===== src/rtl/core/ctnk_mac.sv =====
// Shared multiply-accumulate unit: dot product and squared norm (sum of squares) of the second operand.
`default_nettype none
module ctnk_mac #(
    parameter int DOT_W  = 41,
    parameter int NORM_W = 40
) (
    input  logic                     clk,
    input  logic                     clear,
    input  logic                     enable,
    input  logic signed [15:0]       a,
    input  logic signed [15:0]       b,
    output logic signed [DOT_W-1:0]  dot,
    output logic [NORM_W-1:0]        norm
);

    logic signed [DOT_W-1:0] dot_reg, dot_next;
    logic [NORM_W-1:0]       norm_reg, norm_next;
    logic signed [31:0]      prod_ab;
    logic signed [31:0]      prod_bb;

    always_comb
    begin
        prod_ab   = a * b;
        prod_bb   = b * b;
        dot_next  = dot_reg;
        norm_next = norm_reg;
        if (clear)
        begin
            dot_next  = '0;
            norm_next = '0;
        end
        else if (enable)
        begin
            dot_next  = dot_reg + DOT_W'(prod_ab);
            norm_next = norm_reg + NORM_W'(unsigned'(prod_bb));
        end
    end

    always_ff @(posedge clk)
    begin
        dot_reg  <= dot_next;
        norm_reg <= norm_next;
    end

    assign dot  = dot_reg;
    assign norm = norm_reg;

endmodule
`default_nettype wire


===== config.mk =====
export PLATFORM = sky130hd
export DESIGN_NAME = ctnk_mac
export DESIGN_NICKNAME = d
export VERILOG_FILES = /design/src/rtl/core/ctnk_mac.sv
export SDC_FILE = /design/constraint.sdc
export NUM_CORES = 2
export LEC_CHECK = 0
export ABC_AREA = 0
export ABC_CLOCK_PERIOD_IN_PS = 22000
export BUFFER_PORTS_ARGS = -buffer_cell sky130_fd_sc_hd__buf_2
export CAP_MARGIN = 5
export CORE_MARGIN = 4
export CORE_UTILIZATION = 40
export CTS_BUF_LIST = sky130_fd_sc_hd__clkbuf_4
export CTS_CLUSTER_DIAMETER = 200
export CTS_CLUSTER_SIZE = 40
export DETAILED_ROUTE_END_ITERATION = 16
export PLACE_DENSITY_LB_ADDON = 0.15
export SLEW_MARGIN = 30
export SYNTH_ARGS = -nofsm -noshare
export SYNTH_HDL_FRONTEND = slang
export SYNTH_SLANG_ARGS = --single-unit

===== constraint.sdc =====
create_clock -name clk -period 22 [get_ports clk]
set_clock_uncertainty 0.15 [all_clocks]
set_input_delay 4.4 -clock clk [delete_from_list [all_inputs] [get_ports clk]]
set_output_delay 4.4 -clock clk [all_outputs]
set_load 0.02 [all_outputs]

==> run metrics <==
share of layout cells above drive strength 1=0.0562; clk slew on worst S/H paths=0.16 ns; DRT iter0 DRCs=850; post-route DRC violation count=0; Slew headroom=0.446; vias post-DR=18.6k; gr usage total=0.195; Std-Cell Rows=92; # H-tree levels=3; Final setup viols=0; Via density=5.03; initial antenna violation count=7; period utilization=0.568; crit path launch type=input pin; Least-Margin Pin Slew=0.831 ns; Critical Path RT=22.32 ns; Final min period=12.49 ns; area grow syn2layout=5.59%; Starting Density=0.405; Final Hold Viols=0; final RePlAce weighted congestion=0.898; Post-Place Cell Area=26,900 µm²; CP Capture Type=register; core area=63,300 µm²; flip-flop count of the largest register after layout=41; post-CTS setup-driven buffer insertion count=0; most frequent cells after synthesis=inv_1 (640), fa_1 (571), nand2_1 (298); Num Clock Sinks=81; Post-synth EDFFs=0; root buf cell=clkbuf_4; DR pass1 iterations=5; top cells by area, synth=fa_1 (45%), ha_1 (11%), inv_1 (9.4%); width of the die=261 µm; CTS tree=done; Synth Register Bits=81; DP HPWL=51.7 mm; Post-synth ARST share=0; fin area=27,100 µm²; Slew Limit Fails=0; Post-synth top flop=dfxtp_1; first-pass GRT wire length=106 mm; Final WS setup=9.51 ns; cts hold-fix bufs=0; total negative setup slack=0 ns; unrepaired setup endpoints after global routing=false; CP Class=input pin to register; full die area=68,300 µm²; Final nets=3,682; area leader, netlist=fa_1; Synthesis Warnings=0; Cells on Worst Hold Path=2; final-layout fill cell count=6,368; Peak Freq=0.0801 GHz; TritonCTS Buffers=9; most common cell in the netlist=inv_1; final wirelength=62.2 mm; Seq/Total Area, Yosys=0.0632; largest net degree at the start of global routing=58; share of the synthesized area in the top cell type=0.445; Distinct cells, synth=72; CP Data Arrival Time=12.81 ns; pre-CTS setup slack=8.98 ns; total gr overflow=0; Mapped Area=25,700 µm²; Reg2Reg Depth=19; CP max FO=35; syn avg cell area=9.10 µm²; Post-CTS Resized=0; antenna viol nets, final=0; Max-Cap Viols=0; outcome=finished clean; worst-case clock buffer depth=2; Worst-Skew Late Latency=0.62 ns; Die Y=261 µm; Synth Instances=2,819; number of top-level pins=116; vias in the first global route=20.6k; I/O Buffers=115; wire per inst=16.8 µm; min-delay worst type=register to register; synthesized net count=3,659
final cells by class:
| class | count | area (µm²) | share of cell area |
|---|---|---|---|
| clock buffer | 10 | 75.1 | 0.00277 |
| inverter | 640 | 2400 | 0.0887 |
| sequential | 81 | 1620 | 0.0598 |
| timing repair buffer | 124 | 648 | 0.0239 |
| tap | 846 | 1060 | 0.0391 |
| multi-input combinational | 1986 | 21200 | 0.783 |
| antenna | 6 | 15.0 | 0.000554 |
| clock inverter | 6 | 58.8 | 0.00217 |
layout by cell type, fill, tap and decap left out, drive strengths merged, types with 4 or more instances in the layout:
cell type,n
a21oi,111
xnor2,74
fa,571
nand2,298
nand3,29
dfxtp,81
nor2,127
buf,124
mux2i,33
o211ai,9
and3,11
nor2b,13
a21o,47
a31oi,9
a311o,7
o31a,5
ha,234
o21ai,54
o21bai,11
o31ai,6
mux2,6
a211oi,18
nand4,7
nand2b,25
diode,6
inv,640
o311ai,4
a31o,8
o21a,8
or2,6
a2111oi,4
a221oi,5
a211o,7
nor4b,4
clkbuf,10
nor3,27
xor2,26
or3,8
and2,139
per-stage QoR:
step	hold WS (ns)	instances	util
after detailed placement	0.321	3677	0.426
after global placement	0.314	3677	0.426
after global routing	0.362	3699	0.428
after CTS	0.346	3693	0.428
after floorplan	0.390	2819	-
final	0.343	3699	0.428
routing by layer:
| layer | track usage | part of all wire | routed length [µm] | up-vias |
|---|---|---|---|---|
| li1 | - | - | - | 8698 |
| met4 | 0.0469 | 0.021 | 1310 | 4 |
| met1 | 0.257 | 0.44 | 27100 | 9550 |
| met5 | 0 | 0.00043 | 27 | - |
| met2 | 0.344 | 0.51 | 31700 | 289 |
| met3 | 0.0237 | 0.033 | 2050 | 64 |
logic make-up after synthesis:
kind of cell,synth area share
AO/OA/AOI/OAI,0.0878
XOR/XNOR,0.0341
adder cells (fa/ha/maj),0.560
buffers and inverters,0.110
flip-flops,0.0632
multiplexers,0.0155
AND/OR/NAND/NOR,0.130
final timing paths:
| check | start | endpoint | slack (ns) |
|---|---|---|---|
| hold / removal | dot[38]$_SDFFE_PP0P_ | dot[38]$_SDFFE_PP0P_ | 0.34 |
| setup / recovery | b[15] | norm[32]$_SDFFE_PP0P_ | 9.51 |
| setup reg to reg | dot[15]$_SDFFE_PP0P_ | dot[38]$_SDFFE_PP0P_ | 16.11 |
| hold reg to reg | dot[38]$_SDFFE_PP0P_ | dot[38]$_SDFFE_PP0P_ | 0.34 |
worst max-delay path, cell delays in order:
cell	delay [ns]
buf_2	0.56
inv_1	0.59
nor2_1	0.29
fa_1	0.53
inv_1	0.19
fa_1	0.51
inv_1	0.28
fa_1	0.49
fa_1	0.56
fa_1	0.43
fa_1	0.44
ha_1	0.40
nand2_1	0.07
a21oi_1	0.23
o211ai_1	0.18
o21ai_0	0.27
xor2_1	0.20
ha_1	0.34
a21o_1	0.21
a21o_1	0.17
a21oi_1	0.17
nor2_1	0.06
a21oi_1	0.16
nand4b_1	0.18
a41oi_1	0.61
or3_1	0.19
a21oi_1	0.06
Power is left out: the tool's default activity adds up to more than one toggle a clock period on the data nets, which glitch-free logic cannot reach.
