File: config.mk
export PLATFORM = sky130hd
export DESIGN_NAME = ctnk_isqrt
export DESIGN_NICKNAME = d
export VERILOG_FILES = /design/src/rtl/core/ctnk_isqrt.sv
export SDC_FILE = /design/constraint.sdc
export NUM_CORES = 1
export LEC_CHECK = 0
export BUFFER_PORTS_ARGS = -buffer_cell sky130_fd_sc_hd__buf_2
export CAP_MARGIN = 20
export CORE_ASPECT_RATIO = 1.25
export CORE_MARGIN = 1.5
export CORE_UTILIZATION = 51
export DETAILED_ROUTE_END_ITERATION = 7
export PLACE_DENSITY = 0.81
export SYNTH_ARGS = -nofsm -noshare
export SYNTH_HDL_FRONTEND = slang
export SYNTH_SLANG_ARGS = --single-unit
File: constraint.sdc
create_clock -name clk -period 5 [get_ports clk]
set_clock_uncertainty 0.1 [all_clocks]
set_input_delay 1 -clock clk [delete_from_list [all_inputs] [get_ports clk]]
set_output_delay 1 -clock clk [all_outputs]
set_load 0.1 [all_outputs]
File: src/rtl/core/ctnk_isqrt.sv
// Iterative floor square root, one result bit per cycle.
`default_nettype none
module ctnk_isqrt #(
    parameter int RW = 22
) (
    input  logic            clk,
    input  logic            rst_n,
    input  logic            start,
    input  logic [2*RW-1:0] radicand,
    output logic            done,
    output logic [RW-1:0]   root
);

    localparam int SW = $clog2(RW + 1);

    logic            busy_reg, busy_next;
    logic            done_reg, done_next;
    logic [SW-1:0]   step_reg, step_next;
    logic [2*RW-1:0] rad_reg, rad_next;
    logic [RW+1:0]   rem_reg, rem_next;
    logic [RW-1:0]   root_reg, root_next;
    logic [RW+1:0]   rem_sh;
    logic [RW+1:0]   trial;

    always_comb
    begin
        rem_sh    = {rem_reg[RW-1:0], rad_reg[2*RW-1:2*RW-2]};
        trial     = {root_reg, 2'b01};
        busy_next = busy_reg;
        done_next = 1'b0;
        step_next = step_reg;
        rad_next  = rad_reg;
        rem_next  = rem_reg;
        root_next = root_reg;
        if (start)
        begin
            busy_next = 1'b1;
            step_next = SW'(RW);
            rad_next  = radicand;
            rem_next  = '0;
            root_next = '0;
        end
        else if (busy_reg)
        begin
            rad_next  = {rad_reg[2*RW-3:0], 2'b00};
            step_next = step_reg - 1'b1;
            if (rem_sh >= trial)
            begin
                rem_next  = rem_sh - trial;
                root_next = {root_reg[RW-2:0], 1'b1};
            end
            else
            begin
                rem_next  = rem_sh;
                root_next = {root_reg[RW-2:0], 1'b0};
            end
            if (step_reg == SW'(1))
            begin
                busy_next = 1'b0;
                done_next = 1'b1;
            end
        end
    end

    always_ff @(posedge clk or negedge rst_n)
    begin
        if (!rst_n)
        begin
            busy_reg <= 1'b0;
            done_reg <= 1'b0;
        end
        else
        begin
            busy_reg <= busy_next;
            done_reg <= done_next;
        end
    end

    always_ff @(posedge clk)
    begin
        step_reg <= step_next;
        rad_reg  <= rad_next;
        rem_reg  <= rem_next;
        root_reg <= root_next;
    end

    assign done = done_reg;
    assign root = root_reg;

endmodule
`default_nettype wire

==> results.txt, run 1 <==
Vias in the first global route - 3,668
H-tree levels - 3
Unrepaired setup endpoints after global routing - false
Setup-failing EPs final - 0
Final std cells w/o fill - 660
Synth Cell Area - 5070 um2
Worst-path fanout max - 14
Max FFs per register - 44
Nets - 602
GPL Wtd Cong - 0.870
Mapped Nets - 546
HP Class - input pin to asynchronous set/reset pin
CTS tree - done
Lkg Pwr - 2.51 nW
Remaining DRCs - 0
Longest Clk Path Bufs - 2
Flop pwr share - 32.1%
Top_reg_cell synth - dfxtp_1
Pin count of the biggest net entering global routing - 80
Worst R2R Path Depth - 10
1st-iter DRT viols - 285
Syn. warnings - 0
Multi-input logic area - 2480 um2
CTS buffer count - 9
Vias per cell - 5.61
Peak VDD IR - 0.229 mV
Setup Fix Bufs, Post-CTS - 0
Antenna viol nets, final - 0
Syn Area/Cell - 10.7 um2
Combinational share of power - 44.6%
Clock Latency Late Sink - 0.35 ns
Global-route wire length before repair - 16,900 um
Core Area - 9660 um2
Cell count after synthesis - 473
Setup Crit Path Kind - flip-flop to flip-flop
Clock transition at path regs - 0.07 ns
Most frequent cells in the layout - 69 x buf_2, 49 x dfxtp_1, 44 x edfxtp_1, 42 x mux2_2, 42 x nor2_1
Sw power - 0.00119 W
Sw Share - 37.9%
Total GRT Usage - 20.3%
Seq/Total Area, Yosys - 46.4%
Clock sinks - 95
Tcrit/Tclk final - 60.6%
Commonest non-fill, non-tap cell in the layout - buf_2
Slew Viols, Final - 0
Worst-Margin Slew - 1.00 ns
Port Buffers - 69
Die ar. - 10,600 um2
Max-cap viol count - 0
Placed cell area - 5470 um2
Worst Path Arrival - 3.18 ns
WL per Instance - 15.1 um
Cell-internal power - 0.00195 W
Chip height - 115 um
Ys async rst share - 2.11%
Flops & latches, synth - 95
Antenna Cells - 0
Layout cell share with drive strength beyond 1 - 27.3%
Crit. End Element - flip-flop
CP Data Required Time - 5.15 ns
WL final - 9950 um
TNS Setup - 0 ns
Final hold vios - 0
Post-Place Worst Slack - 2.01 ns
Post-DP HPWL - 6890 um
# IOs - 70
Initial antenna violation count - 0
DRT Pass-1 Iters - 5
Fin worst setup slack - 1.97 ns
Total Power - 0.00314 W
FF/Latch Area - 2350 um2
Max-slew headroom - 33.0%
Post-CTS Resized - 0
Gr ovfl total - 0
Distinct cell type count after synthesis - 64
Fin crit period - 3.03 ns
Hold-fix buffers, CTS - 0
Initial cell density of the core - 52.5%
CP Launch Type - flip-flop
F_max - 330 MHz
Post-layout instance area - 5800 um2
# fillers - 802
Post-synth EDFFs - 44
Layout area overhead - 14.3%
# rows - 40
Power density cells - 542 nW/um2
Status - completed
Clk pwr share - 23.3%
Vias post-DR - 3,702
Die Wd - 92.2 um
Placed Cells - 644
Root Buffer - clkbuf_16
## path summary, 6_finish.rpt
check	startpoint	slack [ns]	end
worst max register to register	root[11]$_SDFFE_PP0P_	1.97	rem_reg[11]$_SDFFE_PP0P_
max in group asynchronous	rst_n	4.37	busy_reg$_DFF_PN0_
min in group clk	rem_reg[20]$_SDFFE_PP0P_	0.40	rem_reg[20]$_SDFFE_PP0P_
worst max-delay path	root[11]$_SDFFE_PP0P_	1.97	rem_reg[11]$_SDFFE_PP0P_
worst min-delay path	rst_n	0.32	done$_DFF_PN0_
worst min register to register	rem_reg[20]$_SDFFE_PP0P_	0.40	rem_reg[20]$_SDFFE_PP0P_
## area by class of cell
cell class	count	share of cell area [%]
multi-input cells	321	42.8
flip-flops and latches	95	40.6
repair buffers	72	6.35
clock buffers	9	3.89
well taps	126	2.72
inverters	30	1.94
clock inverters	7	1.68
## per-stage QoR
| stage | hold WS (ns) | utilization, % |
|---|---|---|
| 6_report | 0.324 | 60.0 |
| 5_1_grt | 0.313 | 60.0 |
| 4_1_cts | 0.315 | 60.0 |
| 3_5_place_dp | 0.382 | 56.7 |
| 3_3_place_gp | 0.380 | 56.7 |
| 2_1_floorplan | 0.342 | - |
## cell usage after synthesis, types with 12 or more instances
| cell | instances | area [um2] |
|---|---|---|
| dfxtp_1 | 49 | 981 |
| edfxtp_1 | 44 | 1320 |
| mux2_2 | 42 | 473 |
| nor2_1 | 42 | 158 |
| inv_1 | 30 | 113 |
| ha_1 | 26 | 325 |
| mux2i_1 | 25 | 250 |
| nand2_1 | 21 | 78.8 |
| clkbuf_1 | 17 | 63.8 |
| a21oi_1 | 15 | 75.1 |
| xnor2_1 | 15 | 131 |
| o21ai_0 | 13 | 65.1 |
| nand3_1 | 12 | 60.1 |
## power groups by stage
stage,clock [W],combinational [W],sequential [W]
5_1_grt,0.000784,0.00155,0.00102
3_3_place_gp,0,0.00133,0.00102
2_1_floorplan,0,0.00114,0.00105
6_report,0.000732,0.00140,0.00101
3_5_place_dp,0,0.00137,0.00102
4_1_cts,0.000748,0.00139,0.00101
## logic make-up (layout without fill, tap and decap cells)
family                   after synthesis  after routing  share of synthesized area [%]
AND/OR/NAND/NOR                      117            117                           11.7
flip-flops                            95             95                           46.4
AO/OA/AOI/OAI                         91             91                           13.1
multiplexers                          67             67                           14.3
buffers and inverters                 57            118                           4.71
adder cells (fa/ha/maj)               26             26                           6.41
XOR/XNOR                              20             20                           3.45
## metal layers
metal / wire length (um) / part of all wire, % / vias to the layer above / global-route usage, %
met3: 606 / 6.1 / 26 / 5.38
met5: 0 / 0 / - / 0
met2: 4880 / 49 / 111 / 34.0
met4: 239 / 2.4 / 0 / 9.23
met1: 4220 / 42 / 1727 / 24.2
li1: - / - / 1838 / -
## critical path, cell delays in order, from the launching register on
cell	delay, ns
dfxtp_1	0.38
inv_1	0.06
ha_1	0.40
nand3_1	0.18
nor2_2	0.15
nand4_1	0.13
a21o_1	0.19
a211oi_2	0.25
or2_1	0.61
nor2_1	0.11
a2111oi_2	0.37
Power figures use the tool's default switching activity.
==> run 2, diff against run 1 <==
Settings changed: ABC_AREA set to 1, PLACE_DENSITY 0.81 to 0.84.
Clock period 5 ns to 2.4 ns, I/O delays scaled along.
==> run 2 against run 1 <==
Net effect: sequential share of layout area down 2.5 points; first-iteration DRC count up 16%; power up 150%; utilization rose by 1.8 points; clock power increased by 110%; count of clock-buffer cells in the layout is the same.
==> results.txt, run 2 <==
Status - completed
Lkg Pwr - 3.24 nW
Max-cap viol count - 0
WL per Instance - 12.7 um
Post-Place Worst Slack - 0.101 ns
# fillers - 904
Antenna viol nets, final - 0
Max FFs per register - 44
Post-synth EDFFs - 44
CTS buffer count - 9
H-tree levels - 3
Sw Share - 43.7%
Peak VDD IR - 0.524 mV
Die Wd - 94.4 um
Syn. warnings - 0
Mapped Nets - 801
Synth Cell Area - 5320 um2
Worst Path Arrival - 2.37 ns
Layout cell share with drive strength beyond 1 - 18.4%
1st-iter DRT viols - 330
Top_reg_cell synth - dfxtp_1
Worst-path fanout max - 7
Vias in the first global route - 4,396
Synth top cells by count - 285 x nand2_1, 104 x inv_1, 49 x dfxtp_1
Distinct cell type count after synthesis - 35
Ys async rst share - 2.11%
F_max - 446 MHz
Post-DP HPWL - 8330 um
Chip height - 117 um
Seq/Total Area, Yosys - 44.2%
Power density cells - 1240 nW/um2
Sw power - 0.00339 W
DRT Pass-1 Iters - 5
Port Buffers - 69
Crit. End Element - flip-flop
Cell-internal power - 0.00437 W
Clk pwr share - 20.0%
Top-area cell type share of the netlist area - 24.8%
Multi-input logic area - 2510 um2
Fin crit period - 2.24 ns
Remaining DRCs - 0
Post-layout instance area - 6240 um2
Layout area overhead - 17.4%
Initial antenna violation count - 0
Tcrit/Tclk final - 93.3%
FF/Latch Area - 2380 um2
# IOs - 70
Clock Latency Late Sink - 0.34 ns
Root Buffer - clkbuf_16
Setup Crit Path Kind - flip-flop to flip-flop
Cell count after synthesis - 728
HP Class - input pin to flip-flop
Clock transition at path regs - 0.07 ns
Core Area - 10,100 um2
Most common cell in the netlist - nand2_1
Leading area contributor after synthesis - edfxtp_1
Final std cells w/o fill - 934
Commonest non-fill, non-tap cell in the layout - nand2_1
Slew Viols, Final - 0
Most frequent cells in the layout - 283 x nand2_1, 103 x inv_1, 69 x buf_2, 44 x edfxtp_1, 42 x nand3_1
CP Launch Type - flip-flop
GPL Wtd Cong - 0.938
Initial cell density of the core - 52.6%
Nets - 873
Worst-Margin Slew - 0.511 ns
Placed Cells - 911
Syn Area/Cell - 7.31 um2
Total GRT Usage - 22.3%
Global-route wire length before repair - 19,200 um
Setup-failing EPs final - 0
Gr ovfl total - 0
Vias per cell - 5.04
Pin count of the biggest net entering global routing - 79
WL final - 11,900 um
Final hold vios - 0
# rows - 41
TNS Setup - 0 ns
Combinational share of power - 53.1%
Antenna Cells - 0
Top cells by area, synth - edfxtp_1 25%, nand2_1 20%, dfxtp_1 18%
R2R setup slack - 0.16 ns
Flops & latches, synth - 95
Placed cell area - 5810 um2
CTS tree - done
Fin worst setup slack - 0.160 ns
CP Data Required Time - 2.53 ns
Max-slew headroom - 65.9%
Clock sinks - 95
Die ar. - 11,100 um2
Flop pwr share - 26.9%
Vias post-DR - 4,706
Longest Clk Path Bufs - 2
## run 2: metrics by stage
step	utilization, %	total power, W	hold slack (ns)
finish	61.8	0.00776	0.295
global route	61.8	0.00838	0.298
CTS	60.7	0.00744	0.288
detailed placement	57.5	0.00586	0.168
global placement	57.5	0.00581	0.166
floorplan	-	0.00523	0.0844
## run 2: final cells by class
class	instances	area share, %
clock buffer	9	3.61
clock inverter	7	1.52
inverter	108	6.49
multi-input combinational	504	40.1
sequential	95	38.1
tap	129	2.59
timing repair buffer	82	7.54
## run 2: cell families (layout without fill, tap and decap cells)
group | count (synthesis) | after routing | synth area share (%)
AOI/OAI and AO/OA | 71 | 71 | 7.64
adders and majority gates | 26 | 26 | 6.11
buffers and inverters | 130 | 206 | 9.74
and+or+nand+nor | 399 | 400 | 31.1
xor gates and xnor gates | 7 | 7 | 1.15
DFF | 95 | 95 | 44.2
## run 2: repair_timing
action	in CTS	in global routing
resized for setup	0	6
buffers inserted	0	5
hold buffers	1	0
endpoints found under the setup margin	0	22
endpoints found under the hold margin	2	0
## run 2: power groups by stage
stage | logic, W | registers, W | clock network, W
after CTS | 0.00378 | 0.00208 | 0.00158
after global routing | 0.00462 | 0.00212 | 0.00164
after detailed placement | 0.00375 | 0.00212 | 0
final | 0.00412 | 0.00209 | 0.00155
after floorplan | 0.00303 | 0.00220 | 0
after global placement | 0.00369 | 0.00211 | 0
## run 2: path summary, 6_finish.rpt
check                                      endpoint                     start  depth (start not counted)
setup / recovery           rem_reg[19]$_SDFFE_PP0P_      root[7]$_SDFFE_PP0P_                         15
hold / removal             rad_reg[0]$_SDFFCE_PN0P_               radicand[0]                          3
setup reg to reg           rem_reg[19]$_SDFFE_PP0P_      root[7]$_SDFFE_PP0P_                         15
hold reg to reg            rem_reg[21]$_SDFFE_PP0P_  rem_reg[21]$_SDFFE_PP0P_                          2
max in group asynchronous            done$_DFF_PN0_                     rst_n                          2
min in group asynchronous        busy_reg$_DFF_PN0_                     rst_n                          2
## run 2: critical path, cell delays in order, from the launching register on
cell and delay, ns:
dfxtp_2 0.32, inv_1 0.06, ha_1 0.37, nand2_1 0.09, nand2_1 0.07, nand2_1 0.06
nand2_1 0.06, nand2_1 0.06, nand2_1 0.08, nand2_2 0.15, nand3_2 0.10, nor2_4 0.24
buf_4 0.17, nand2_1 0.04, nand3_1 0.09, o21ai_1 0.07
## run 2: per-layer routing
layer | wire length, um | global-route usage [%] | share of wire (%) | vias up
li1 | - | - | - | 2449
met1 | 5100 | 26.7 | 43 | 2109
met2 | 5920 | 40.0 | 50 | 130
met3 | 592 | 3.81 | 5.0 | 18
met4 | 265 | 8.56 | 2.2 | 0
met5 | 0 | 0 | 0 | -
==> run 3, diff against run 2 <==
Settings changed: RECOVER_POWER set to 100.
==> run 3 against run 2 <==
Net effect: first-iteration DRC count decreased by 1.8%; critical path depth did not move; die area unchanged; power barely moved; final cell count did not move; critical path type unchanged.
==> results.txt, run 3 (same netlist as run 2, synthesis figures left out) <==
Status - completed
Antenna viol nets, final - 0
# IOs - 70
Slew Viols, Final - 0
Most frequent cells in the layout - 283 x nand2_1, 104 x inv_1, 44 x buf_2, 44 x edfxtp_1, 42 x nand3_1
WL final - 11,900 um
Die Wd - 94.4 um
# fillers - 918
Max-slew headroom - 8.74%
H-tree levels - 3
Pin count of the biggest net entering global routing - 79
CTS buffer count - 9
Worst-Margin Slew - 1.37 ns
Setup Crit Path Kind - flip-flop to flip-flop
Max-cap viol count - 0
DRT Pass-1 Iters - 5
Slowest cell on crit path - ha_1
Die ar. - 11,100 um2
Commonest non-fill, non-tap cell in the layout - nand2_1
Clock Latency Late Sink - 0.34 ns
Setup-failing EPs final - 0
Layout area overhead - 16.5%
FF/Latch Area - 2380 um2
HP Class - input pin to flip-flop
Remaining DRCs - 0
CTS tree - done
Clock sinks - 95
Clock transition at path regs - 0.07 ns
Multi-input logic area - 2500 um2
Placed Cells - 911
Most used cell, CP - nand2_1
Initial cell density of the core - 52.6%
Fin crit period - 2.26 ns
# rows - 41
Port Buffers - 69
Max FFs per register - 44
Worst Path Arrival - 2.39 ns
Final std cells w/o fill - 934
TNS Setup - 0 ns
Crit path launch - root[7]$_SDFFE_PP0P_
Initial antenna violation count - 0
Final core occ - 61.3%
Total Power - 0.00775 W
Root Buffer - clkbuf_16
Antenna Cells - 0
CP Launch Type - flip-flop
Gr ovfl total - 0
Power density cells - 1250 nW/um2
Cell family with most CP delay - simple AND/OR/NAND/NOR gates
Final hold vios - 0
Longest Clk Path Bufs - 2
Lkg Pwr - 3.12 nW
Worst-path fanout max - 7
Vias in the first global route - 4,396
Total GRT Usage - 22.3%
Peak VDD IR - 0.525 mV
Vias post-DR - 4,731
Post-DP HPWL - 8330 um
Worst Hold Launch - radicand[0]
1st-iter DRT viols - 324
Slowest stage delay, CP - 0.36 ns
GPL Wtd Cong - 0.938
Nets - 873
CP cell instances - inv_1 -> ha_1 -> nand2_1 -> nand2_1 -> nand2_1 -> nand2_1 -> nand2_1 -> nand2_1 -> nand2_2 -> nand3_2 -> nor2_4 -> clkbuf_1 -> nand2_1 -> nand3_1 -> o21ai_1
F_max - 443 MHz
Crit. End Element - flip-flop
CP Data Required Time - 2.53 ns
Global-route wire length before repair - 19,200 um
Tcrit/Tclk final - 94.1%
CP bufs+invs - 2
WL per Instance - 12.8 um
Vias per cell - 5.07
Core Area - 10,100 um2
Worst R2R Start - root[7]$_SDFFE_PP0P_
Chip height - 117 um
Layout cell share with drive strength beyond 1 - 14.7%
[run 3: changes by cell type in the layout (fill, tap and decap cells not counted), moves of 2 or more]
cell      before  now
buf_2         69   44
buf_4         10    7
clkbuf_1       0   27
inv_2          3    1
[run 3: stage by stage]
step / cell area [um2] / hold WS [ns] / setup slack [ns]
after floorplan: 5350 / 0.0844 / 0.0123
after global placement: 5810 / 0.166 / 0.105
after detailed placement: 5810 / 0.168 / 0.101
after CTS: 6140 / 0.288 / 0.0687
after global routing: 6200 / 0.298 / -0.0165
final: 6200 / 0.292 / 0.142
[run 3: final timing paths]
kind | end | slack (ns) | cells past startpoint
worst max-delay path | rem_reg[1]$_SDFFE_PP0P_ | 0.14 | 15
worst min-delay path | rad_reg[0]$_SDFFCE_PN0P_ | 0.29 | 3
worst max register to register | rem_reg[1]$_SDFFE_PP0P_ | 0.14 | 15
worst min register to register | rem_reg[21]$_SDFFE_PP0P_ | 0.36 | 2
max in group asynchronous | done$_DFF_PN0_ | 1.74 | 2
min in group asynchronous | busy_reg$_DFF_PN0_ | 0.34 | 2
[run 3: worst register-to-register path, delay by kind of cell, from the launching register on]
family                   cells  cell delay (ns)
flip-flops                   1             0.33
buffers and inverters        2             0.24
adder cells (fa/ha/maj)      1             0.36
AND/OR/NAND/NOR             11             1.06
AO/OA/AOI/OAI                1             0.06
[run 3: final cells by class]
class / instances / share of cell area, %
Tap cell: 129 / 2.60
Timing Repair Buffer: 82 / 6.92
Clock inverter: 7 / 1.53
Inverter: 108 / 6.54
Clock buffer: 9 / 3.63
Sequential cell: 95 / 38.4
Multi-Input combinational cell: 504 / 40.4
[run 3: layer usage]
| layer | vias to the layer above | GRT usage (%) | share of wire (%) |
|---|---|---|---|
| li1 | 2452 | - | - |
| met4 | 0 | 8.56 | 2.4 |
| met1 | 2117 | 26.7 | 43 |
| met3 | 22 | 3.81 | 5.1 |
| met2 | 140 | 40.0 | 50 |
| met5 | - | 0 | 0 |
[run 3: power breakdown]
group | internal [W] | leakage, nW | switching (W)
Sequential | 0.00195 | 0.922 | 0.000138
Clock | 0.000915 | 0.157 | 0.000636
Combinational | 0.00148 | 2.04 | 0.00263
Total | 0.00435 | 3.12 | 0.00340
[run 3: repair_timing]
| action | in CTS | in global routing |
|---|---|---|
| setup endpoints to repair | 0 | 22 |
| hold buffers | 1 | 0 |
| setup buffers | 0 | 5 |
| resized for setup | 0 | 6 |
| endpoints found under the hold margin | 2 | 0 |
