## src/rtl/core/ctnk_pkg.sv

```systemverilog
// Shared constants, codes and types of the cosine top-k neighbour search block.
`default_nettype none
package ctnk_pkg;

    localparam int DEF_MAX_TOKENS = 1024;
    localparam int DEF_MAX_DIM    = 256;
    localparam int DEF_MAX_K      = 64;

    localparam int TOK_W      = 10;
    localparam int COMP_W     = 8;
    localparam int VAL_W      = 16;
    localparam int SIM_W      = 16;
    localparam int LIM_W      = 7;
    localparam int TCNT_W     = 11;
    localparam int VLEN_W     = 9;
    localparam int CFG_IDX_W  = 2;
    localparam int CFG_DATA_W = 16;
    localparam int S_TDATA_W  = 40;
    localparam int M_TDATA_W  = 40;
    localparam int QUOT_W     = 17;
    localparam int FRAC_SHIFT = 19;

    localparam logic signed [SIM_W-1:0] THR_RESET  = 16'sd3277;
    localparam logic [LIM_W-1:0]        LIM_RESET  = 7'd64;
    localparam logic [TCNT_W-1:0]       TCNT_RESET = 11'd1024;
    localparam logic [VLEN_W-1:0]       VLEN_RESET = 9'd256;

    localparam logic signed [SIM_W-1:0] SIM_MAX = 16'sh7FFF;
    localparam logic signed [SIM_W-1:0] SIM_MIN = 16'sh8000;
    localparam logic [QUOT_W-1:0]       QUOT_POS_LIM = 17'd32767;
    localparam logic [QUOT_W-1:0]       QUOT_NEG_LIM = 17'd32768;

    localparam logic REQ_LOAD  = 1'b0;
    localparam logic REQ_QUERY = 1'b1;

    typedef enum logic [CFG_IDX_W-1:0] {
        CFG_THRESHOLD = 2'd0,
        CFG_LIMIT     = 2'd1,
        CFG_TOKENS    = 2'd2,
        CFG_VLEN      = 2'd3
    } cfg_reg_t;

    typedef struct packed {
        logic clear;
        logic insert;
        logic pop;
    } list_ctrl_t;

    typedef struct packed {
        logic head_valid;
        logic more;
    } list_stat_t;

endpackage
`default_nettype wire

```

## src/rtl/core/ctnk_div.sv

```systemverilog
// Restoring divider, one quotient bit per cycle, with sticky overflow.
`default_nettype none
module ctnk_div #(
    parameter int NW = 60,
    parameter int DW = 44
) (
    input  logic                          clk,
    input  logic                          rst_n,
    input  logic                          start,
    input  logic [NW-1:0]                 num,
    input  logic [DW-1:0]                 den,
    output logic                          done,
    output logic [ctnk_pkg::QUOT_W-1:0]   quot,
    output logic                          ovf
);

    localparam int QW = ctnk_pkg::QUOT_W;
    localparam int SW = $clog2(NW + 1);

    logic          busy_reg, busy_next;
    logic          done_reg, done_next;
    logic [SW-1:0] step_reg, step_next;
    logic [NW-1:0] num_reg, num_next;
    logic [DW-1:0] den_reg, den_next;
    logic [DW-1:0] rem_reg, rem_next;
    logic [QW-1:0] q_reg, q_next;
    logic          ovf_reg, ovf_next;
    logic [DW:0]   rem_sh;
    logic          ge;

    always_comb
    begin
        rem_sh    = {rem_reg, num_reg[NW-1]};
        ge        = rem_sh >= {1'b0, den_reg};
        busy_next = busy_reg;
        done_next = 1'b0;
        step_next = step_reg;
        num_next  = num_reg;
        den_next  = den_reg;
        rem_next  = rem_reg;
        q_next    = q_reg;
        ovf_next  = ovf_reg;
        if (start)
        begin
            busy_next = 1'b1;
            step_next = SW'(NW);
            num_next  = num;
            den_next  = den;
            rem_next  = '0;
            q_next    = '0;
            ovf_next  = 1'b0;
        end
        else if (busy_reg)
        begin
            num_next  = {num_reg[NW-2:0], 1'b0};
            step_next = step_reg - 1'b1;
            rem_next  = ge ? DW'(rem_sh - {1'b0, den_reg}) : DW'(rem_sh);
            q_next    = {q_reg[QW-2:0], ge};
            ovf_next  = ovf_reg | q_reg[QW-1];
            if (step_reg == SW'(1))
            begin
                busy_next = 1'b0;
                done_next = 1'b1;
            end
        end
    end

    always_ff @(posedge clk or negedge rst_n)
    begin
        if (!rst_n)
        begin
            busy_reg <= 1'b0;
            done_reg <= 1'b0;
        end
        else
        begin
            busy_reg <= busy_next;
            done_reg <= done_next;
        end
    end

    always_ff @(posedge clk)
    begin
        step_reg <= step_next;
        num_reg  <= num_next;
        den_reg  <= den_next;
        rem_reg  <= rem_next;
        q_reg    <= q_next;
        ovf_reg  <= ovf_next;
    end

    assign done = done_reg;
    assign quot = q_reg;
    assign ovf  = ovf_reg;

endmodule
`default_nettype wire

```

## config.mk

```make
export PLATFORM = sky130hd
export DESIGN_NAME = ctnk_div
export DESIGN_NICKNAME = d
export VERILOG_FILES = /design/src/rtl/core/ctnk_pkg.sv /design/src/rtl/core/ctnk_div.sv
export SDC_FILE = /design/constraint.sdc
export NUM_CORES = 1
export LEC_CHECK = 0
export ABC_AREA = 1
export BUFFER_PORTS_ARGS = -buffer_cell sky130_fd_sc_hd__buf_4
export CORE_MARGIN = 5
export CORE_UTILIZATION = 39
export DETAILED_ROUTE_END_ITERATION = 10
export RECOVER_POWER = 25
export SLEW_MARGIN = 30
export SYNTH_ARGS = -nofsm -noshare
export SYNTH_HDL_FRONTEND = slang
export SYNTH_SLANG_ARGS = --single-unit
```

## constraint.sdc

```tcl
create_clock -name clk -period 5.35 [get_ports clk]
set_clock_uncertainty 0.1 [all_clocks]
set_input_delay 0.2675 -clock clk [delete_from_list [all_inputs] [get_ports clk]]
set_output_delay 0.2675 -clock clk [all_outputs]
set_load 0.005 [all_outputs]
```

==> results of run 1 <==
## synthesized netlist by cell type, types with 4 or more instances
library cell	count
nand3_1	73
buf_2	11
clkbuf_1	19
a21oi_1	36
o22ai_1	15
edfxtp_1	104
nand2_2	5
o21ai_0	13
inv_1	252
o21bai_1	7
ha_1	46
nand2_1	642
nand3b_1	16
nor2_1	124
xnor2_1	4
buf_1	8
nand4_1	47
inv_2	7
xor2_1	11
nand3_2	11
dfxtp_1	68
nor2_2	14
## final cells by class
type / instances / share of cell area
tap: 378 / 0.0349
inverter: 261 / 0.0723
sequential: 174 / 0.335
clock buffer: 17 / 0.0314
clock inverter: 15 / 0.0128
multi-input combinational: 1087 / 0.384
timing repair buffer: 210 / 0.130
## power by group
group	switching [W]	internal [W]	total [W]
Sequential	0.000132	0.00164	0.00177
Clock	0.000654	0.000630	0.00128
Combinational	0.00157	0.000836	0.00240
## worst min-delay path, cell delays in order
cell	delay [ns]
buf_4	0.08
nand2_1	0.04
nand2_1	0.06
## kinds of logic after synthesis
group,after synthesis
buffers and inverters,304
XOR/XNOR,15
flip-flops,174
AND/OR/NAND/NOR,948
AO/OA/AOI/OAI,77
adder cells (fa/ha/maj),47
## through the flow
stage / power, W / std cells / util / instance area (um2)
global route: 0.00587 / 2142 / 0.489 / 13500
global placement: 0.00412 / 2031 / 0.439 / 12200
floorplan: 0.00357 / 1565 / - / 10900
finish: 0.00546 / 2142 / 0.489 / 13500
detailed placement: 0.00414 / 2031 / 0.439 / 12200
CTS: 0.00548 / 2142 / 0.490 / 13600
## routing by layer
metal / up-vias / wire length (um) / part of all wire
met3: 35 / 1570 / 0.050
met4: 0 / 706 / 0.023
met2: 247 / 14000 / 0.45
met1: 4577 / 14900 / 0.48
li1: 5254 / - / -
met5: - / 0 / 0
## cells in the final DEF (no fill, tap or decap), types with 2 or more instances in the layout
cell type / netlist / final
nand2_1: 642 / 641
inv_1: 252 / 252
nor2_1: 124 / 124
edfxtp_1: 104 / 104
buf_4: 2 / 82
dlygate4sd3_1: 0 / 79
nand3_1: 73 / 73
dfxtp_1: 68 / 68
nand4_1: 47 / 47
ha_1: 46 / 46
clkbuf_4: 0 / 43
a21oi_1: 36 / 36
clkbuf_16: 0 / 17
nand3b_1: 16 / 16
o22ai_1: 15 / 15
nor2_2: 14 / 14
o21ai_0: 13 / 13
nand3_2: 11 / 11
xor2_1: 11 / 11
inv_2: 7 / 8
o21bai_1: 7 / 7
clkinv_8: 0 / 6
nand2_2: 5 / 5
inv_6: 0 / 5
clkbuf_1: 19 / 5
xnor2_1: 4 / 4
nor2_4: 3 / 3
nand2_4: 3 / 3
nor3_1: 3 / 3
and2_1: 3 / 3
o21a_1: 2 / 2
## worst min path at each step
stage	cells past startpoint	end	slack, ns	startpoint
after floorplan	0	busy_reg$_DFF_PN0_	-0.13	rst_n
after global placement	1	done$_DFF_PN0_	-0.04	rst_n
after detailed placement	1	done$_DFF_PN0_	-0.04	rst_n
after CTS	3	num_reg[41]$_DFFE_PP_	0.0005	num[41]
after global routing	3	num_reg[24]$_DFFE_PP_	0.008	num[24]
final	3	num_reg[12]$_DFFE_PP_	0.002	num[12]
==> flow_metrics.py, run 1 <==
metrics = {
    "run_status": {
        "status": "finished, violations left",
        "violations": "max-capacitance violations, max-slew violations",
    },
    "yosys": {
        "synthXorXnorAreaFrac": 0.0120,
        "ys_top_cells_by_area": "edfxtp_1 29%, nand2_1 22%, dfxtp_1 12%",
        "synth_top_family_by_area": "simple AND/OR/NAND/NOR gates",
        "netlist_instances": 1565,
        "synth_flop_cell": "edfxtp_1",
        "ys_types": 41,
        "async_flop_share": 0.0115,
        "synth_compound_area_frac": 0.0397,
        "muxShareOfSynthArea": 0,
        "synth_edf_count": 104,
        "syn_area_per_cell_um2": 6.98,
        "syn_nets": 1719,
        "ys_ff_latch": 174,
        "synth-seq-area-share": 0.415,
        "synth_area_um2": 10900,
        "synth_fa_ha_area_frac": 0.0545,
        "synth-simple-area-share": 0.368,
        "yosysWarnings": 0,
        "synth_largest_area_cell": "edfxtp_1",
        "synth_top_area_frac": 0.286,
    },
    "critical_path": {
        "crit_path_end_kind": "register",
        "cp_max_fo": 37,
        "endpoint": "rem_reg[28]$_SDFFE_PP0P_",
        "timing.rr.end": "rem_reg[28]$_SDFFE_PP0P_",
        "critical_path.startpoint_type": "register",
        "cp.depth": 14,
        "required_ns": 5.60,
        "critPathLaunch": "den_reg[29]$_DFFE_PP_",
        "path_delay_family": "simple AND/OR/NAND/NOR gates",
        "cp.arrival_ns": 3.57,
        "reg2reg_depth": 14,
        "rr_startpoint": "den_reg[29]$_DFFE_PP_",
        "slowest_stage": "nand2_4",
        "critPathBufInv": 3,
        "crit_chain": "inv_1 -> ha_1 -> nand2_1 -> nor2_4 -> inv_2 -> nor2_2 -> inv_2 -> nor4_4 -> nand2_4 -> nand2_4 -> nand2_4 -> nor2_1 -> nor2_1 -> nor2_1",
        "criticalPathCategory": "register to register",
        "r2r_setup_slack_ns": 2.02,
        "critPathMaxStageDelay_ns": 0.47,
    },
    "routing": {
        "wirelength_mm": 31.2,
        "wl_per_cell_um": 14.6,
        "drc": 0,
        "vias": 10113,
        "ant_nets": 0,
        "dr.first_iter.drc_count": 726,
        "firstDrtPassIters": 5,
        "vias_per_cell": 4.72,
    },
    "placed_design": {
        "pre_cts_slack_ns": 2.07,
        "portBuffers": 125,
        "place.gp.congestion": 0.958,
        "hpwl_mm": 22.7,
    },
    "sta": {
        "fin_hold_ws_ns": 0.00240,
        "period_share": 0.622,
        "max_freq_ghz": 0.301,
        "worst_pin_slew_ns": 2.78,
        "setup_viol": 0,
        "finalHoldViolations": 0,
        "finalCriticalPeriod_ns": 3.33,
        "fin_ws_ns": 2.02,
        "slew_headroom": -0.855,
        "final.setup.tns_ns": 0,
        "final_max_slew_viol_count": 112,
        "rsz0062_at_grt": "no",
    },
    "finish": {
        "multiInputGateArea_um2": 5200,
        "largest_register_ffs": 60,
        "final-seq-area_um2": 4540,
        "antennaDiodeCount": 0,
        "areaGrowthSynthToFinish_pct": 24.0,
        "fill_cells": 2835,
        "finish.net_count": 1905,
        "drive_gt1_frac": 0.117,
    },
    "power_and_ir_drop": {
        "p_leak_nw": 6.98,
        "ir_drop_mv": 0.213,
        "power_density_nw_per_um2": 403,
    },
    "grt": {
        "grt-ovfl-total": 0,
        "first_global_vias": 10104,
        "grt_util_met2": 0.327,
        "grt_max_degree": 88,
        "grt_antenna_before_repair": 0,
        "grtUsageMet3": 0.0354,
        "top_usage_layer": "met2",
        "grt_usage": 0.200,
        "grt_pass1_wl_mm": 50.5,
        "grt_use_met1": 0.273,
    },
    "worst_hold_path": {
        "hp-class": "input pin to register",
    },
    "clock_tree": {
        "clkLatencyLatePin_ns": 0.44,
        "clock_path_buffers": 2,
        "htreeDepth": 4,
        "clk_pin_slew_ns": 0.09,
        "ctsHoldBuffers": 79,
        "cts_resized": 0,
        "postCtsSetupRepairBufs": 0,
        "cts_buffers": 17,
        "cts_root_buf": "clkbuf_16",
        "clkSinkCount": 174,
        "tritoncts": "done",
    },
    "flow_run": {
        "drv_cap": 2,
    },
    "floorplan": {
        "die_width_um": 177,
        "die_h_um": 177,
        "start_util": 0.394,
        "fp.coreArea_um2": 27700,
        "die_area_um2": 31500,
        "rows": 61,
        "ioPinCount": 126,
    },
}
(Power assumes the default switching activity.)
==> inputs of run 2 (changes only) <==
Clock period 5.35 ns to 3.35 ns, I/O delays scaled along.
==> flow_metrics.py, run 2 (synthesis results as in run 1) <==
metrics = {
    "run_status": {
        "status": "finished, violations left",
        "violations": "max-capacitance violations, max-slew violations",
    },
    "clock_tree": {
        "postCtsSetupRepairBufs": 0,
        "cts_buffers": 17,
        "htreeDepth": 4,
        "tritoncts": "done",
        "clk_pin_slew_ns": 0.08,
        "clkSinkCount": 174,
        "clock_path_buffers": 2,
        "clkLatencyLatePin_ns": 0.44,
        "cts_resized": 0,
        "ctsHoldBuffers": 106,
        "cts_root_buf": "clkbuf_16",
    },
    "finish": {
        "fill_cells": 2803,
        "drive_gt1_frac": 0.118,
        "largest_register_ffs": 60,
        "areaGrowthSynthToFinish_pct": 26.7,
        "mostFrequentLayoutCell": "nand2_1",
        "finalNonFillerCells": 2175,
        "final_cell_mix": "641 x nand2_1, 252 x inv_1, 124 x nor2_1",
        "finish.net_count": 1937,
    },
    "sta": {
        "max_freq_ghz": 0.345,
        "fin_hold_ws_ns": 0.353,
        "period_share": 0.866,
        "fin_ws_ns": 0.450,
        "finalCriticalPeriod_ns": 2.90,
        "setup_viol": 0,
        "rsz0062_at_grt": "no",
        "finalHoldViolations": 0,
        "final.setup.tns_ns": 0,
        "slew_headroom": -0.939,
        "worst_pin_slew_ns": 2.91,
        "final_max_slew_viol_count": 54,
    },
    "power_and_ir_drop": {
        "ir_drop_mv": 0.337,
        "total_power_w": 0.00870,
        "p_leak_nw": 7.11,
        "pwr-share-clk": 0.226,
        "power_frac_seq": 0.325,
        "p_sw_w": 0.00372,
        "combPwrFrac": 0.449,
        "internal_power_w": 0.00499,
        "power_density_nw_per_um2": 629,
        "p_sw_frac": 0.427,
    },
    "grt": {
        "grt_pass1_wl_mm": 50.9,
        "grt-ovfl-total": 0,
        "first_global_vias": 10058,
        "grt_antenna_before_repair": 0,
        "grt_usage": 0.203,
        "grt_max_degree": 84,
    },
    "routing": {
        "vias_per_cell": 4.69,
        "vias": 10201,
        "firstDrtPassIters": 7,
        "wl_per_cell_um": 14.4,
        "wirelength_mm": 31.3,
        "drc": 0,
        "ant_nets": 0,
        "dr.first_iter.drc_count": 744,
    },
    "floorplan": {
        "fp.coreArea_um2": 27700,
        "start_util": 0.394,
        "die_h_um": 177,
        "die_width_um": 177,
        "die_area_um2": 31500,
        "rows": 61,
        "ioPinCount": 126,
    },
    "critical_path": {
        "cp.arrival_ns": 3.02,
        "required_ns": 3.47,
        "crit_chain": "inv_1 -> ha_1 -> nand2_1 -> inv_1 -> nand2_1 -> nand2_1 -> inv_1 -> nand2_1 -> a21oi_1 -> nand2_2 -> nand2_4 -> nand2_4 -> nand2_4 -> nor2_1 -> nor2_1 -> nor2_1",
        "critPathMaxStageDelay_ns": 0.38,
        "path_delay_family": "simple AND/OR/NAND/NOR gates",
        "r2r_setup_slack_ns": 0.45,
        "cp_max_fo": 23,
        "criticalPathCategory": "register to register",
        "critical_path.startpoint_type": "register",
        "crit_path_end_kind": "register",
        "critPathBufInv": 3,
        "slowest_stage": "ha_1",
        "crit_top_cell": "nand2_1",
    },
    "placed_design": {
        "portBuffers": 125,
        "dp.cells": 2036,
        "place.gp.congestion": 0.962,
        "hpwl_mm": 22.9,
        "pre_cts_slack_ns": 0.529,
    },
    "worst_hold_path": {
        "hp-class": "input pin to register",
    },
    "flow_run": {
        "drv_cap": 2,
    },
}
[run 2: cell count changes in the layout (fill, tap and decap cells not counted), moves of 2 or more]
cell           delta
buf_4             +6
clkbuf_1          -2
clkinv_1          +2
clkinv_8          -3
dlygate4sd3_1    +27
inv_8             +2
[run 2: power by group through the flow]
stage	Sequential [W]	Combinational [W]	Clock, W
finish	0.00283	0.00391	0.00197
global route	0.00286	0.00443	0.00212
CTS	0.00282	0.00391	0.00202
detailed placement	0.00286	0.00379	0
global placement	0.00286	0.00377	0
floorplan	0.00280	0.00290	0
[run 2: worst paths after layout]
check                                               from                       end  cells after the start
worst max-delay path               den_reg[20]$_DFFE_PP_  rem_reg[32]$_SDFFE_PP0P_                     16
worst min-delay path                             den[40]     den_reg[40]$_DFFE_PP_                      2
worst max register to register     den_reg[20]$_DFFE_PP_  rem_reg[32]$_SDFFE_PP0P_                     16
worst min register to register  step_reg[5]$_SDFFE_PP1P_  step_reg[5]$_SDFFE_PP1P_                      1
max in group asynchronous                          rst_n        busy_reg$_DFF_PN0_                      3
min in group asynchronous                          rst_n        busy_reg$_DFF_PN0_                      3
[run 2: final cells by class]
class | instances | area (um2) | area share
Antenna cell | 1 | 2.50 | 0.000181
Clock buffer | 17 | 425 | 0.0307
Clock inverter | 15 | 150 | 0.0109
Inverter | 261 | 980 | 0.0708
Multi-Input combinational cell | 1087 | 5200 | 0.376
Sequential cell | 174 | 4540 | 0.328
Tap cell | 378 | 473 | 0.0342
Timing Repair Buffer | 242 | 2070 | 0.149
[run 2: per-stage QoR]
stage	cell area [um2]	utilization
after floorplan	10900	-
after global placement	12200	0.440
after detailed placement	12200	0.441
after CTS	13800	0.500
after global routing	13800	0.499
final	13800	0.499
[run 2: layer usage]
layer,vias up,global-route usage,share of wire
li1,5315,-,-
met1,4589,0.278,0.48
met2,266,0.330,0.45
met3,31,0.0390,0.054
met4,0,0.0538,0.016
met5,-,0,0
==> inputs of run 3 (changes only) <==
--- a/config.mk
+++ b/config.mk
@@ -12,2 +12,3 @@
 export DETAILED_ROUTE_END_ITERATION = 10
+export HOLD_SLACK_MARGIN = 0.06
 export RECOVER_POWER = 25
==> constraint.sdc (replaced) <==
create_clock -name clk -period 3.35 [get_ports clk]
set_clock_uncertainty 0.1 [all_clocks]
set_input_delay 0.5025 -clock clk [delete_from_list [all_inputs] [get_ports clk]]
set_output_delay 0.5025 -clock clk [all_outputs]
set_load 0.005 [all_outputs]
==> flow_metrics.py, run 3 (synthesis results as in run 1) <==
metrics = {
    "floorplan": {
        "start_util": 0.394,
        "die_area_um2": 31500,
        "fp.coreArea_um2": 27700,
        "die_width_um": 177,
        "ioPinCount": 126,
        "die_h_um": 177,
        "rows": 61,
    },
    "grt": {
        "top_usage_layer": "met2",
        "grt-ovfl-total": 0,
        "grt_max_degree": 87,
        "grtUsageMet3": 0.0537,
        "grt_use_met1": 0.265,
        "grt_util_met2": 0.309,
        "grt_antenna_before_repair": 1,
        "grt_usage": 0.194,
        "grt_pass1_wl_mm": 48.7,
        "first_global_vias": 9644,
    },
    "sta": {
        "max_freq_ghz": 0.366,
        "rsz0062_at_grt": "no",
        "period_share": 0.816,
        "finalCriticalPeriod_ns": 2.73,
        "finalHoldViolations": 0,
        "slew_headroom": 0.0758,
        "final_max_slew_viol_count": 0,
        "setup_viol": 0,
        "final.setup.tns_ns": 0,
        "worst_pin_slew_ns": 1.39,
    },
    "critical_path": {
        "crit_chain": "ha_1 -> nand2_1 -> inv_1 -> nand2_1 -> nand2_1 -> inv_1 -> nand2_1 -> a21oi_1 -> nand2_2 -> nand2_4 -> buf_4 -> nand4_1 -> nand2_1 -> nor2_1 -> nor2_1",
        "endpoint": "rem_reg[33]$_SDFFE_PP0P_",
        "critPathBufInv": 3,
        "r2r_setup_slack_ns": 0.62,
        "crit_path_end_kind": "register",
        "required_ns": 3.62,
        "criticalPathCategory": "register to register",
        "critical_path.startpoint_type": "register",
        "timing.rr.end": "rem_reg[33]$_SDFFE_PP0P_",
        "reg2reg_depth": 15,
        "cp_max_fo": 36,
        "critPathMaxStageDelay_ns": 0.41,
        "critPathLaunch": "rem_reg[26]$_SDFFE_PP0P_",
        "crit_top_cell": "nand2_1",
        "slowest_stage": "dfxtp_1",
        "cp.depth": 15,
        "cp.arrival_ns": 3.01,
        "path_delay_family": "simple AND/OR/NAND/NOR gates",
        "rr_startpoint": "rem_reg[26]$_SDFFE_PP0P_",
    },
    "placed_design": {
        "portBuffers": 125,
        "hpwl_mm": 22.7,
        "place.gp.congestion": 0.930,
        "placed_area_um2": 12200,
    },
    "worst_hold_path": {
        "hp-class": "input pin to register",
        "hold_depth": 1,
    },
    "routing": {
        "firstDrtPassIters": 6,
        "ant_nets": 0,
        "wl_per_cell_um": 14.4,
        "vias_per_cell": 4.80,
        "dr.first_iter.drc_count": 679,
        "wirelength_mm": 29.8,
        "drc": 0,
        "vias": 9944,
    },
    "run_status": {
        "status": "finished, final reports clean",
    },
    "clock_tree": {
        "clock_path_buffers": 2,
        "htreeDepth": 4,
        "tritoncts": "done",
        "cts_buffers": 17,
        "clkLatencyLatePin_ns": 0.45,
        "cts_root_buf": "clkbuf_16",
        "clkSinkCount": 174,
        "clk_pin_slew_ns": 0.08,
    },
    "finish": {
        "post-route-cell-area_um2": 12800,
        "final_cell_mix": "641 x nand2_1, 252 x inv_1, 124 x nor2_1",
        "largest_register_ffs": 60,
        "drive_gt1_frac": 0.127,
        "fill_cells": 2885,
        "areaGrowthSynthToFinish_pct": 17.3,
        "finish.net_count": 1832,
        "mostFrequentLayoutCell": "nand2_1",
    },
    "flow_run": {
        "drv_cap": 0,
    },
    "power_and_ir_drop": {
        "p_leak_nw": 6.71,
        "power_density_nw_per_um2": 682,
        "ir_drop_mv": 0.392,
    },
}
[run 3: area by class of cell]
cell class	count	area, um2	area share
multi-input cells	1087	5190	0.405
clock buffers	17	425	0.0332
clock inverters	15	189	0.0147
well taps	378	473	0.0369
inverters	261	980	0.0764
repair buffers	137	1020	0.0795
flip-flops and latches	174	4540	0.354
diodes	1	2.50	0.000195
[run 3: per-stage QoR]
| stage | hold slack, ns | util | setup slack [ns] | std cells | power [W] |
|---|---|---|---|---|---|
| global route | 0.119 | 0.463 | 0.347 | 2069 | 0.00944 |
| global placement | 0.187 | 0.440 | 0.654 | 2036 | 0.00663 |
| floorplan | 0.107 | - | 0.0488 | 1565 | 0.00570 |
| finish | 0.141 | 0.463 | 0.617 | 2070 | 0.00874 |
| detailed placement | 0.187 | 0.440 | 0.653 | 2036 | 0.00666 |
| CTS | 0.100 | 0.463 | 0.615 | 2069 | 0.00877 |
[run 3: layer usage]
| layer | routed length, um | share of wire |
|---|---|---|
| met5 | 18 | 0.00060 |
| met4 | 453 | 0.015 |
| met3 | 2110 | 0.071 |
| met2 | 13000 | 0.44 |
| met1 | 14200 | 0.48 |
[run 3: timing repair]
item | CTS | global route
hold buffers | 1 | 0
endpoints found under the setup margin | 0 | 0
hold endpoints to repair | 2 | 0
buffers inserted | 0 | 0
resized for setup | 0 | 0
[run 3: worst reg2reg max path, cell delays in order, from the launching register on]
cell and delay [ns]:
dfxtp_1 0.41, ha_1 0.31, nand2_1 0.17, inv_1 0.08, nand2_1 0.06, nand2_1 0.06
inv_1 0.05, nand2_1 0.07, a21oi_1 0.25, nand2_2 0.12, nand2_4 0.09, buf_4 0.40
nand4_1 0.23, nand2_1 0.12, nor2_1 0.05, nor2_1 0.07
[run 3: how the worst min path moves through the flow]
stage,slack [ns],to,startpoint
2_1_floorplan,0.11,busy_reg$_DFF_PN0_,rst_n
6_report,0.14,den_reg[37]$_DFFE_PP_,den[37]
4_1_cts,0.1,den_reg[37]$_DFFE_PP_,den[37]
3_3_place_gp,0.19,done$_DFF_PN0_,rst_n
5_1_grt,0.12,den_reg[37]$_DFFE_PP_,den[37]
3_5_place_dp,0.19,done$_DFF_PN0_,rst_n
[run 3: power by group]
group          internal [W]  switching [W]  total [W]  leakage (nW)
Clock               0.00108        0.00101    0.00209         0.302
Sequential          0.00261       0.000206    0.00282          1.67
Combinational       0.00130        0.00253    0.00383          4.74
Total               0.00499        0.00375    0.00874          6.71
